$ cat config.mk
export PLATFORM = sky130hd
export DESIGN_NAME = rmq_sqrt
export DESIGN_NICKNAME = d
export VERILOG_FILES = /design/src/design/rmq_pkg.sv /design/src/design/rmq_sqrt.sv
export SDC_FILE = /design/constraint.sdc
export NUM_CORES = 1
export LEC_CHECK = 0
export BUFFER_PORTS_ARGS = -buffer_cell sky130_fd_sc_hd__buf_4
export CAP_MARGIN = 20
export CORE_ASPECT_RATIO = 1.2
export CORE_MARGIN = 5
export CORE_UTILIZATION = 50
export DETAILED_ROUTE_END_ITERATION = 8
export PLACE_DENSITY = 0.68
export SLEW_MARGIN = 20
export SYNTH_ARGS = -nofsm -noshare
export SYNTH_HDL_FRONTEND = slang
export SYNTH_SLANG_ARGS = --single-unit
$ cat constraint.sdc
create_clock -name aclk -period 2.9 [get_ports aclk]
set_input_delay 0.435 -clock aclk [delete_from_list [all_inputs] [get_ports aclk]]
set_output_delay 0.435 -clock aclk [all_outputs]
set_load 0.01 [all_outputs]
$ cat src/design/rmq_pkg.sv
// Shared constants and types for the rotation matrix to quaternion block.
package rmq_pkg;
    localparam int FracBitsDefault = 14;
    localparam int ElemW = 16;

    typedef enum logic [1:0] {
        BR_TRACE = 2'd0,
        BR_ROW1  = 2'd1,
        BR_ROW2  = 2'd2,
        BR_ROW3  = 2'd3
    } branch_t;
endpackage

$ cat src/design/rmq_sqrt.sv
// Pipelined integer square root, one result bit per stage.
module rmq_sqrt import rmq_pkg::*; #(
    parameter int InW  = 36,
    parameter int TagW = 8
) (
    input  logic                  aclk,
    input  logic                  aresetn,
    input  logic                  en,
    input  logic                  in_valid,
    input  logic [InW-1:0]        in_arg,
    input  logic [TagW-1:0]       in_tag,
    output logic                  out_valid,
    output logic [(InW+1)/2-1:0]  out_root,
    output logic [TagW-1:0]       out_tag
);
    localparam int RootW = (InW + 1) / 2;
    localparam int ArgW  = 2 * RootW;

    logic [RootW:0]             valid_reg;
    logic [ArgW-1:0]            arg_reg  [RootW+1];
    logic [RootW+1:0]           rem_reg  [RootW+1];
    logic [RootW-1:0]           root_reg [RootW+1];
    logic [TagW-1:0]            tag_reg  [RootW+1];

    always_ff @(posedge aclk) begin
        if (!aresetn) begin
            valid_reg <= '0;
        end else if (en) begin
            valid_reg <= {valid_reg[RootW-1:0], in_valid};
        end
    end

    always_ff @(posedge aclk) begin
        if (en) begin
            arg_reg[0]  <= ArgW'(in_arg);
            rem_reg[0]  <= '0;
            root_reg[0] <= '0;
            tag_reg[0]  <= in_tag;
        end
    end

    // Each stage brings down two argument bits and decides one root bit.
    for (genvar k = 0; k < RootW; k++) begin : g_stage
        logic [RootW+1:0] rem_sh;
        logic [RootW+1:0] trial;
        always_comb begin
            rem_sh = {rem_reg[k][RootW-1:0], arg_reg[k][ArgW-1:ArgW-2]};
            trial  = {root_reg[k], 2'b01};
        end
        always_ff @(posedge aclk) begin
            if (en) begin
                arg_reg[k+1] <= {arg_reg[k][ArgW-3:0], 2'b00};
                tag_reg[k+1] <= tag_reg[k];
                if (rem_sh >= trial) begin
                    rem_reg[k+1]  <= rem_sh - trial;
                    root_reg[k+1] <= {root_reg[k][RootW-2:0], 1'b1};
                end else begin
                    rem_reg[k+1]  <= rem_sh;
                    root_reg[k+1] <= {root_reg[k][RootW-2:0], 1'b0};
                end
            end
        end
    end

    assign out_valid = valid_reg[RootW];
    assign out_root  = root_reg[RootW];
    assign out_tag   = tag_reg[RootW];
endmodule

* Yosys cells after proc, flatten, opt, wreduce, memory -nomap -nowiden
Memories as Yosys holds them, arrays and structs flattened. Index checks and enable logic that the tools add are counted.
Storage, ports and cells: RAM bits 1558, word-level logic and storage cells 223, output and inout bits 27, bits in registers 19, latch bits 0, ROM bits 0, input port bits 48, memories kept 4
Operators by class: eq/ne operators 0, shift-type cells 0, order comparisons 18, multiply operators 0, mux-type cells 146, $add $sub $neg 18, divide/modulo/power cells 0, reduce and logical (&&, ||, !) cells 0, bitwise logic cells 36
Memory list:
- arg_reg | depth 19, bits a word 36, read ports 18, clocked after Yosys merged registers in 0, wr ports 19, line rmq_sqrt.sv:20 | logic [ArgW-1:0] arg_reg [RootW+1];
- rem_reg | depth 19, bits a word 20, read ports 18, clocked after Yosys merged registers in 0, wr ports 19, line rmq_sqrt.sv:21 | logic [RootW+1:0] rem_reg [RootW+1];
- root_reg | depth 19, bits a word 18, read ports 19, clocked after Yosys merged registers in 0, wr ports 19, line rmq_sqrt.sv:22 | logic [RootW-1:0] root_reg [RootW+1];
- tag_reg | depth 19, bits a word 8, read ports 19, clocked after Yosys merged registers in 0, wr ports 19, line rmq_sqrt.sv:23 | logic [TagW-1:0] tag_reg [RootW+1];
Operator list (count):
- $ge A20 B20 Y1 | 18
- $mux W20 | 18
- $sub A20 B20 Y20 | 18
- $mux W18 | 18
- $mux W1 | 110
- $or A1 B1 Y1 | 36

* Longest topological paths before layout
An unclocked memory read counts as a cell.
word-level depth 6, depth in mapped cells 12, depth with buffers taken out 11

* Worst setup path before layout
OpenSTA, ideal clock, no wires.
path type register to register, start point mem rem_reg[2][3] (netlist name), end point mem rem_reg[2][25] (netlist name) (data pin), setup slack 185 ps, data required time 2640 ps, data arrival time 2455 ps, cell stages (with the launch flop) 9, setup time 260 ps, period minus slack after synthesis 2715 ps, path buffers 1, cells stage by stage edfxtp_1 -> ha_1 -> a21o_1 -> a21o_1 -> a21o_1 -> o31ai_1 -> and3_1 -> buf_2 -> mux2_2
RTL lines (line):
- from (decl) | rmq_sqrt.sv:21

==> flow_summary.yaml <==
floorplan:
  fp.coreArea_um2: 83000
  initial_core_util_pct: 50.1
  die-area_um2: 89100
  die_y_um: 326
  io_pins: 75
  die_x_um: 273
  placementRows: 116
yosys:
  ys_seq_area_share_pct: 69.5
  ys_warn_count: 0
  async_flop_share_pct: 0
  synth_top_area_cell: "edfxtp_1"
  synth.distinct_cells: 77
  synth_top_flop_cell: "edfxtp_1"
  syn_area_um2: 41600
  synth_edf_count: 950
  yosys-top-cells-area: "edfxtp_1 (69%), ha_1 (5.7%), xnor2_1 (2.3%)"
  synth_cells: 2937
  synth_area_per_cell_um2: 14.2
  syn_nets: 3176
  synth_top_area_share_pct: 68.5
  synth_seq_cells: 970
cts:
  cts.sinks: 970
  clk_pin_slew_ns: 0.06
  cts_max_level: 3
  cts_root_buffer: "clkbuf_16"
  cts_buffers: 94
  tritoncts: "yes"
  clock_path_buffers: 3
  clock_latency_ns: 0.65
sta:
  setup_viol: 0
  slew_headroom_pct: 48.2
  rsz0062_at_grt: "yes"
  worst_pin_slew_ns: 0.777
  drv_slew: 0
  skew_ns: 0.0203
  period_needed_ns: 2.84
  fmax_mhz: 352
  fin_crit_sh_pct: 97.9
  fin_ws_ns: 0.0614
  hold_viol: 0
  tns_ns: 0
detailed_routing:
  viasPerCell: 5.27
  vias: 22985
  routed_wirelength_um: 71200
  drt_iter0_drc: 1388
  drc: 0
  post_drt_wl_per_cell_um: 16.3
  firstDrtPassIters: 8
  drtAntennaViolNets: 0
global_route:
  grt_max_degree: 142
  grt_overflow: 0
  grt_antenna_before_repair: 0
  grt_pass1_wl_um: 117000
  grt_pass1_vias: 23325
  grt_util_all_layers_pct: 16.0
worst_hold_path:
  min-delay-start: "in_valid"
  hold_class: "in2reg"
critical_path:
  arrival_ns: 3.20
  regToRegSetupSlack_ns: 0.06
  crit_type: "reg2reg"
  cp-startpoint: "rem_reg[2][23]"
  cp.required_ns: 3.26
  rr_startpoint: "rem_reg[2][23]"
  critPathCaptureType: "register"
  start_kind: "register"
  critical_path.max_fanout: 13
power_and_ir_drop:
  power_density_nw_per_um2: 727
  total_power_mw: 34.7
  leakage_nw: 18.0
  peakVddDrop_mv: 0.706
placed_design:
  place_congestion: 0.899
  hpwl_um: 50000
  port_buffers: 74
  post-place-ws_ns: -0.144
outcome:
  outcome: "complete, no violations"
layout:
  final_core_util_pct: 57.5
  diodes: 0
  fillers: 6560
  nets: 3403
  layout-drive-gt1-share_pct: 11.3
  largest_reg_flops: 342
  area_growth_pct: 14.6
flow_run:
  maxCapViolations: 0
==> cells in the final DEF, fill, tap and decap left out, types with 35 or more instances in the layout <==
master / synthesis / routed
a21o_1: 52 / 52
edfxtp_1: 950 / 950
nand2b_1: 35 / 35
nor2_1: 154 / 153
nand3_1: 46 / 46
buf_4: 0 / 144
o21ai_0: 161 / 159
inv_1: 237 / 237
nor3_1: 63 / 62
ha_1: 191 / 190
clkbuf_16: 0 / 95
nor2b_1: 36 / 36
xor2_1: 104 / 104
xnor2_1: 108 / 107
nand2_1: 187 / 187
a21oi_1: 138 / 137
dlygate4sd3_1: 0 / 44
==> cell families after synthesis <==
family / share of synthesized area (%)
AOI/OAI and AO/OA: 7.56
xor gates and xnor gates: 4.46
adders and majority gates: 5.74
buffers and inverters: 2.79
DFF: 69.5
muxes: 1.30
and+or+nand+nor: 8.64
==> power breakdown <==
part	internal (mW)	switching, mW
clock network	7.09	5.16
logic	2.06	2.57
registers	17.1	0.718
==> worst paths after layout <==
kind                          to  cells after the start
setup / recovery  rem_reg[2][46]                      8
hold reg to reg   arg_reg[6][32]                      0
setup reg to reg  rem_reg[2][46]                      8
hold / removal      valid_reg[0]                      3
==> per-layer routing <==
layer / GRT usage, % / vias up / share of wire (%)
li1: - / 11341 / -
met1: 19.3 / 11080 / 41
met2: 29.3 / 423 / 53
met3: 2.61 / 141 / 3.6
met4: 4.91 / 0 / 2.6
met5: 0 / - / 0
==> synthesized netlist by cell type (all sizes together) (4+ instances only) <==
library cell	n
or3	23
a22oi	6
edfxtp	950
buf	15
clkbuf	51
a31oi	7
nor2	154
nand2	187
o31a	10
nand4	27
a21oi	138
and4	4
a21o	52
nor2b	36
ha	191
and2	22
nand3b	10
o31ai	14
o211ai	15
o21ai	162
inv	238
nor4b	11
mux2	23
o21a	33
xor2	104
dfxtp	20
mux2i	28
a221o	4
or4	14
nor4	32
or2	9
nand2b	35
xnor2	108
a2bb2oi	4
a211oi	20
nor3	65
o21bai	11
a31o	4
and4b	4
and3	9
nand3	47
==> through the flow <==
stage | instance area, um^2 | std cells | hold WS (ns)
final | 47700 | 4363 | 0.0644
after global routing | 47700 | 4363 | 0.0752
after CTS | 47600 | 4360 | 0.0217
after detailed placement | 44000 | 4142 | 0.405
after global placement | 44000 | 4142 | 0.400
after floorplan | 41600 | 2937 | 0.400
==> critical path: stages (launching register included) <==
cell and delay, ns:
edfxtp_1 0.42, ha_1 0.41, a211oi_1 0.29, nor2_1 0.08, nor3_1 0.22, o211ai_1 0.24
nor4_2 0.46, buf_4 0.28, o21ai_0 0.16
==> what timing repair did <==
item                       in CTS  in global routing
buffers inserted                0                  3
resized for setup               2                 14
hold endpoints to repair       44                  0
setup endpoints to repair      15                 36
hold buffers                   44                  0
pin swaps                       0                  3
==> layout make-up <==
type / count / area [um^2] / share of cell area [%]
clock buffer: 114 / 2460 / 5.15
multi-input combinational: 1663 / 11600 / 24.4
tap: 1121 / 1400 / 2.94
clock inverter: 60 / 679 / 1.42
inverter: 238 / 893 / 1.87
timing repair buffer: 197 / 1700 / 3.56
sequential: 970 / 28900 / 60.6
Note: power is estimated with default switching activity, not from simulation.
