<file path="src/design/rmq_pkg.sv">
// Shared constants and types for the rotation matrix to quaternion block.
package rmq_pkg;
    localparam int FracBitsDefault = 14;
    localparam int ElemW = 16;

    typedef enum logic [1:0] {
        BR_TRACE = 2'd0,
        BR_ROW1  = 2'd1,
        BR_ROW2  = 2'd2,
        BR_ROW3  = 2'd3
    } branch_t;
endpackage

</file>
<file path="src/design/rmq_div.sv">
// Pipelined restoring divider on magnitudes, up to (NumW + QW - 1) / QW numerator bits per stage.
module rmq_div import rmq_pkg::*; #(
    parameter int NumW = 32,
    parameter int DenW = 16,
    parameter int QW   = 20
) (
    input  logic             aclk,
    input  logic             en,
    input  logic [NumW-1:0]  in_num,
    input  logic [DenW-1:0]  in_den,
    output logic [QW-1:0]    out_quo
);
    // A quotient that overflows QW bits is replaced by 2^(QW-1); the caller saturates further.
    localparam int RemW = DenW + 1;

    logic [NumW-1:0] num_reg [QW+1];
    logic [DenW-1:0] den_reg [QW+1];
    logic [RemW-1:0] rem_reg [QW+1];
    logic [QW-1:0]   quo_reg [QW+1];
    logic            ovf_reg [QW+1];

    always_ff @(posedge aclk) begin
        if (en) begin
            num_reg[0] <= in_num;
            den_reg[0] <= in_den;
            rem_reg[0] <= '0;
            quo_reg[0] <= '0;
            ovf_reg[0] <= 1'b0;
        end
    end

    // Stages walk numerator bits from the top; quotient bits above QW set overflow.
    for (genvar k = 0; k < QW; k++) begin : g_stage
        localparam int Bits = (NumW + QW - 1) / QW;
        logic [RemW-1:0] r;
        logic [QW-1:0]   q;
        logic            o;
        logic [NumW-1:0] n;
        always_comb begin
            r = rem_reg[k];
            q = quo_reg[k];
            o = ovf_reg[k];
            n = num_reg[k];
            for (int b = 0; b < Bits; b++) begin
                if ((k * Bits + b) < NumW) begin
                    r = {r[RemW-2:0], n[NumW-1]};
                    n = {n[NumW-2:0], 1'b0};
                    o = o | q[QW-1];
                    q = {q[QW-2:0], 1'b0};
                    if (r >= RemW'(den_reg[k])) begin
                        r = r - RemW'(den_reg[k]);
                        q[0] = 1'b1;
                    end
                end
            end
        end
        always_ff @(posedge aclk) begin
            if (en) begin
                num_reg[k+1] <= n;
                den_reg[k+1] <= den_reg[k];
                rem_reg[k+1] <= r;
                quo_reg[k+1] <= q;
                ovf_reg[k+1] <= o;
            end
        end
    end

    assign out_quo = ovf_reg[QW] ? {1'b1, {(QW-1){1'b0}}} : quo_reg[QW];
endmodule

</file>
<file path="config.mk">
export PLATFORM = sky130hd
export DESIGN_NAME = rmq_div
export DESIGN_NICKNAME = d
export VERILOG_FILES = /design/src/design/rmq_pkg.sv /design/src/design/rmq_div.sv
export SDC_FILE = /design/constraint.sdc
export NUM_CORES = 2
export LEC_CHECK = 0
export BUFFER_PORTS_ARGS = -buffer_cell sky130_fd_sc_hd__buf_2
export CAP_MARGIN = 25
export CORE_ASPECT_RATIO = 0.6
export CORE_MARGIN = 2
export CORE_UTILIZATION = 69
export DETAILED_ROUTE_END_ITERATION = 10
export GPL_TIMING_DRIVEN = 0
export PLACE_DENSITY_LB_ADDON = 0.12
export REMOVE_ABC_BUFFERS = 1
export SYNTH_ARGS = -nofsm -noshare
export SYNTH_HDL_FRONTEND = slang
export SYNTH_SLANG_ARGS = --single-unit
export TNS_END_PERCENT = 20
</file>
<file path="constraint.sdc">
create_clock -name aclk -period 11.2 [get_ports aclk]
set_input_delay 0.56 -clock aclk [delete_from_list [all_inputs] [get_ports aclk]]
set_output_delay 0.56 -clock aclk [all_outputs]
set_load 0.02 [all_outputs]
</file>
* Yosys cells after proc, flatten, opt, wreduce, memory -nomap -nowiden
Memories as Yosys holds them, arrays and structs flattened.
Index checks and enable logic that the tools add are counted.
** Storage, ports and cells
- Latch bits :: 0
- Register bits :: 0
- Bits in writable memories :: 1806
- Memories :: 5
- ROM bits :: 0
** Cells by class
- Bitwise logic cells :: 32
- Reduce and logical (&&, ||, !) cells :: 0
- Magnitude comparators :: 32
- $mul :: 0
- Shift operators :: 0
- Mux-type cells :: 67
- Add/sub/neg operators :: 32
- Divide/modulo/power cells :: 0
- Eq/ne operators :: 0
** Memory list
- num_reg :: words 21, width 32, rd ports 20, clocked after Yosys merged registers in 0, write ports 21, line rmq_div.sv:16 : logic [NumW-1:0] num_reg [QW+1];
- quo_reg :: words 21, width 20, rd ports 21, clocked after Yosys merged registers in 0, write ports 21, line rmq_div.sv:19 : logic [QW-1:0] quo_reg [QW+1];
- rem_reg :: words 21, width 17, rd ports 20, clocked after Yosys merged registers in 0, write ports 21, line rmq_div.sv:18 : logic [RemW-1:0] rem_reg [QW+1];
- den_reg :: words 21, width 16, rd ports 20, clocked after Yosys merged registers in 0, write ports 21, line rmq_div.sv:17 : logic [DenW-1:0] den_reg [QW+1];
- ovf_reg :: words 21, width 1, rd ports 21, clocked after Yosys merged registers in 0, write ports 21, line rmq_div.sv:20 : logic ovf_reg [QW+1];
** Operators by type and width (count)
- greater-or-equal comparator 17 x 16 -> 1 bit :: 32
- 2-to-1 mux 17 bit :: 16
- subtractor 17 x 16 -> 17 bit :: 16
- 2-to-1 mux 16 bit :: 16
- subtractor 16 bit :: 16
- 2-to-1 mux 1 bit :: 34
- bitwise OR 1 bit :: 32
- 2-to-1 mux 20 bit :: 1

* Depth between registers and ports, before layout
An unclocked memory read counts as a cell.
- Word-level depth :: 5
- Mapped depth :: 25

* Worst setup path after synthesis
No wires, ideal clock.
- Kind :: reg-to-reg
- Start :: mem den_reg[6][1], in the netlist den_reg[1][33]
- End :: mem rem_reg[1][65] in the netlist's numbering (data pin)
- Cell stages (with the launch flop) :: 21
- Required time :: 10931 ps
- Data arrival time :: 5560 ps
- Slack :: 5370 ps
- Buffers on the path :: 2
- Library setup time :: 269 ps
- Cell sequence :: edfxtp_1 -> inv_1 -> ha_1 -> nor2b_1 -> o31a_1 -> o41a_1 -> o21ai_1 -> a2111oi_0 -> nor4_4 -> buf_2 -> mux2_2 -> ha_1 -> a211oi_1 -> inv_1 -> o311a_1 -> and2_1 -> o41ai_1 -> o21ai_0 -> a211oi_2 -> clkbuf_1 -> o21ai_0
** RTL lines (line)
- from (decl) :: rmq_div.sv:17
- to (decl) :: rmq_div.sv:18

==> results.md <==
* Number of synthesized flops with an enable pin at 1088
* H-tree Lvls at 3
* Post-CTS resize count at 0
* Post-synth ARST share at 0%
* Final setup viols at 0
* Final instance area at 65180 µm²
* Crit share post-route at 65.62%
* Via/cell ratio at 6.151
* Post-synthesis simple-gate area fraction at 8.589%
* Non-filler instance count after layout at 6224
* Sink Count at 1088
* Crit Path Class: reg2reg
* Data arrival time of the worst path at 7.76 ns
* Antenna violations before repair at 0
* Top post-synthesis cells by area: edfxtp_1, ha_1, mux2_2, xnor2_1, a21oi_1
* Vias at 38290
* Hold_buf cts at 0
* Final RePlAce weighted congestion at 0.9273
* Placed Cells at 6050
* Final HPWL DP at 90.14 mm
* Unrepaired setup endpoints after global routing: false
* Num CTS Buffers at 94
* Area leader, netlist: edfxtp_1
* DRC errors left at 4
* Area added between synthesis and finish at 8.808%
* Setup TNS at 0 ns
* Sequential cell area at 32670 µm²
* Clock-pin slew on the worst setup and hold paths at 0.07 ns
* Top cell type's share of synthesized area at 54.54%
* Main combinational cell family by area after synthesis: compound AO/OA/AOI/OAI gates
* Fin. Hold Viols at 0
* I/O pin count at 70
* Die area at 89270 µm²
* Mapped Area at 59900 µm²
* Antenna Nets Post-Route at 0
* Synth Area in XOR/XNOR at 5.205%
* GRT Resource Usage Total at 27.87%
* Largest net degree at the start of global routing at 140
* DR WL/cell at 19.83 µm
* Number of library cell types mapped by synthesis at 85
* WL final at 123.4 mm
* Die Height at 232.2 µm
* Worst Hold Class: in2reg
* Nets at 5577
* Placed inst area at 61890 µm²
* Status: finished with violations
* Clk buf depth at 3
* Fmax achieved at 136.1 MHz
* Max_cap viols at 0
* Fillers at 5474
* Detailed-router iteration count before antenna repair at 11
* Sequential fraction of the synthesis area at 54.54%
* Crit path launch type: flip-flop
* Most common cell in the netlist: edfxtp_1
* GRT overflow at 0
* Failing checks: DRC
* IO buf count at 69
* CP endpoint kind: flip-flop
* Share of layout cells above drive strength 1 at 11.46%
* Initial core utilization at 69.83%
* Final slew viol count at 0
* Post-CTS setup buffer count at 0
* Root Driver: clkbuf_16
* Die Width at 384.4 µm
* Max FFs per register at 310
* Skew final at 0.02456 ns
* Worst-margin pin slew at 1.055 ns
* First-pass GRT wire length at 195.1 mm
* Worst-Skew Late Latency at 0.68 ns
* Critical path required time at 11.61 ns
* Multi-input logic area at 25560 µm²
* Mapped Avg Cell Area at 12.29 µm²
* Critical path fanouts, max at 25
* Diodes inserted at 0
* Vias in the first global route at 35630
* Yosys warns at 0
* Post-synth top cells: edfxtp_1, ha_1, inv_1
* Yosys reg bits at 1088
* Minimum clock period at 7.350 ns
* Synthesized instance count at 4873
* FP Rows at 83
* Synth Area in Compound Gates at 11.69%
* Most common flop cell mapped by yosys: edfxtp_1
* Relative slew slack at 29.42%
* Iter 0 DRT Violations at 4061
* Post-synthesis adder-cell area fraction at 11.40%
* Post-synthesis mux area share at 5.715%
* Core area at 85780 µm²
* TritonCTS clock tree: yes
==> routing by layer <==
metal  GRT usage, %  share of wire (%)  vias to the layer above  wire length (µm)
met3          5.370                9.4                      170             11590
met2          36.98                 39                     1593             47670
met4          5.371                1.8                        0              2184
met5              0                  0                        -                 0
li1               -                  -                    18500                 -
met1          47.04                 50                    18020             61970
==> final cells by class <==
type | instances | area share [%]
Tap cell | 1147 | 2.202
Clock buffer | 106 | 3.776
Multi-Input combinational cell | 3338 | 39.22
Clock inverter | 68 | 1.273
Sequential cell | 1088 | 50.12
Timing Repair Buffer | 92 | 1.192
Inverter | 385 | 2.217
==> cells by family (layout without fill, tap and decap cells) <==
logic type	count (synthesis)	count (layout)
compound gates	1101	1101
flops	1088	1088
mux	304	304
buf+inv	447	651
fa+ha+maj	528	528
xor+xnor	356	356
simple gates	1049	1049
==> critical path: stages (launching register included) <==
cell and delay (ns):
edfxtp_1 0.48, inv_1 0.26, ha_1 0.31, nor2b_1 0.15, o31a_1 0.27, o41a_1 0.36
o21ai_1 0.34, a2111oi_0 0.23, nor4_4 0.46, buf_6 0.25, mux2_2 0.39, ha_1 0.34
a211oi_1 0.47, inv_1 0.10, o311a_1 0.39, and2_1 0.19, o41ai_1 0.49, o21ai_0 0.24
a211oi_4 0.91, mux2_2 0.45
==> path summary, 6_finish.rpt <==
path | from | end | slack, ns | cells after the start
worst max register to register | den_reg[1][33]$_DFFE_PP_ | rem_reg[1][52]$_DFFE_PP_ | 3.85 | 19
worst max-delay path | den_reg[1][33]$_DFFE_PP_ | rem_reg[1][52]$_DFFE_PP_ | 3.85 | 19
worst min-delay path | in_den[8] | den_reg[0][8]$_DFFE_PP_ | 0.04 | 1
worst min register to register | num_reg[0][125]$_DFFE_PP_ | num_reg[1][31]$_DFFE_PP_ | 0.41 | 0
==> layout by cell type (no fill, tap or decap), types with 31 or more instances in the layout <==
master	instances
edfxtp_1	1088
ha_1	498
inv_1	384
a21oi_1	353
nor2_1	339
mux2_2	269
xnor2_1	238
o21ai_0	231
nand2_1	214
xor2_1	118
a21o_1	110
clkbuf_16	97
o21a_1	87
nor2b_1	81
nor3_1	79
buf_2	68
nand4_1	66
nand3_1	65
nand2b_1	58
a211oi_1	38
o21bai_1	37
or3_1	31
==> per-stage QoR <==
stage                     setup WS [ns]  hold WS [ns]  utilization [%]
after floorplan                   4.677        0.4003                -
after global placement           -6.668        0.4002            71.60
after detailed placement          4.088        0.4045            72.15
after CTS                         3.994     0.0008967            75.99
after global routing              3.560      0.007329            75.99
final                             3.850       0.04398            75.99
Power is not shown: default switching activity piles up to over one toggle a cycle in this logic, so the estimate is an artifact.
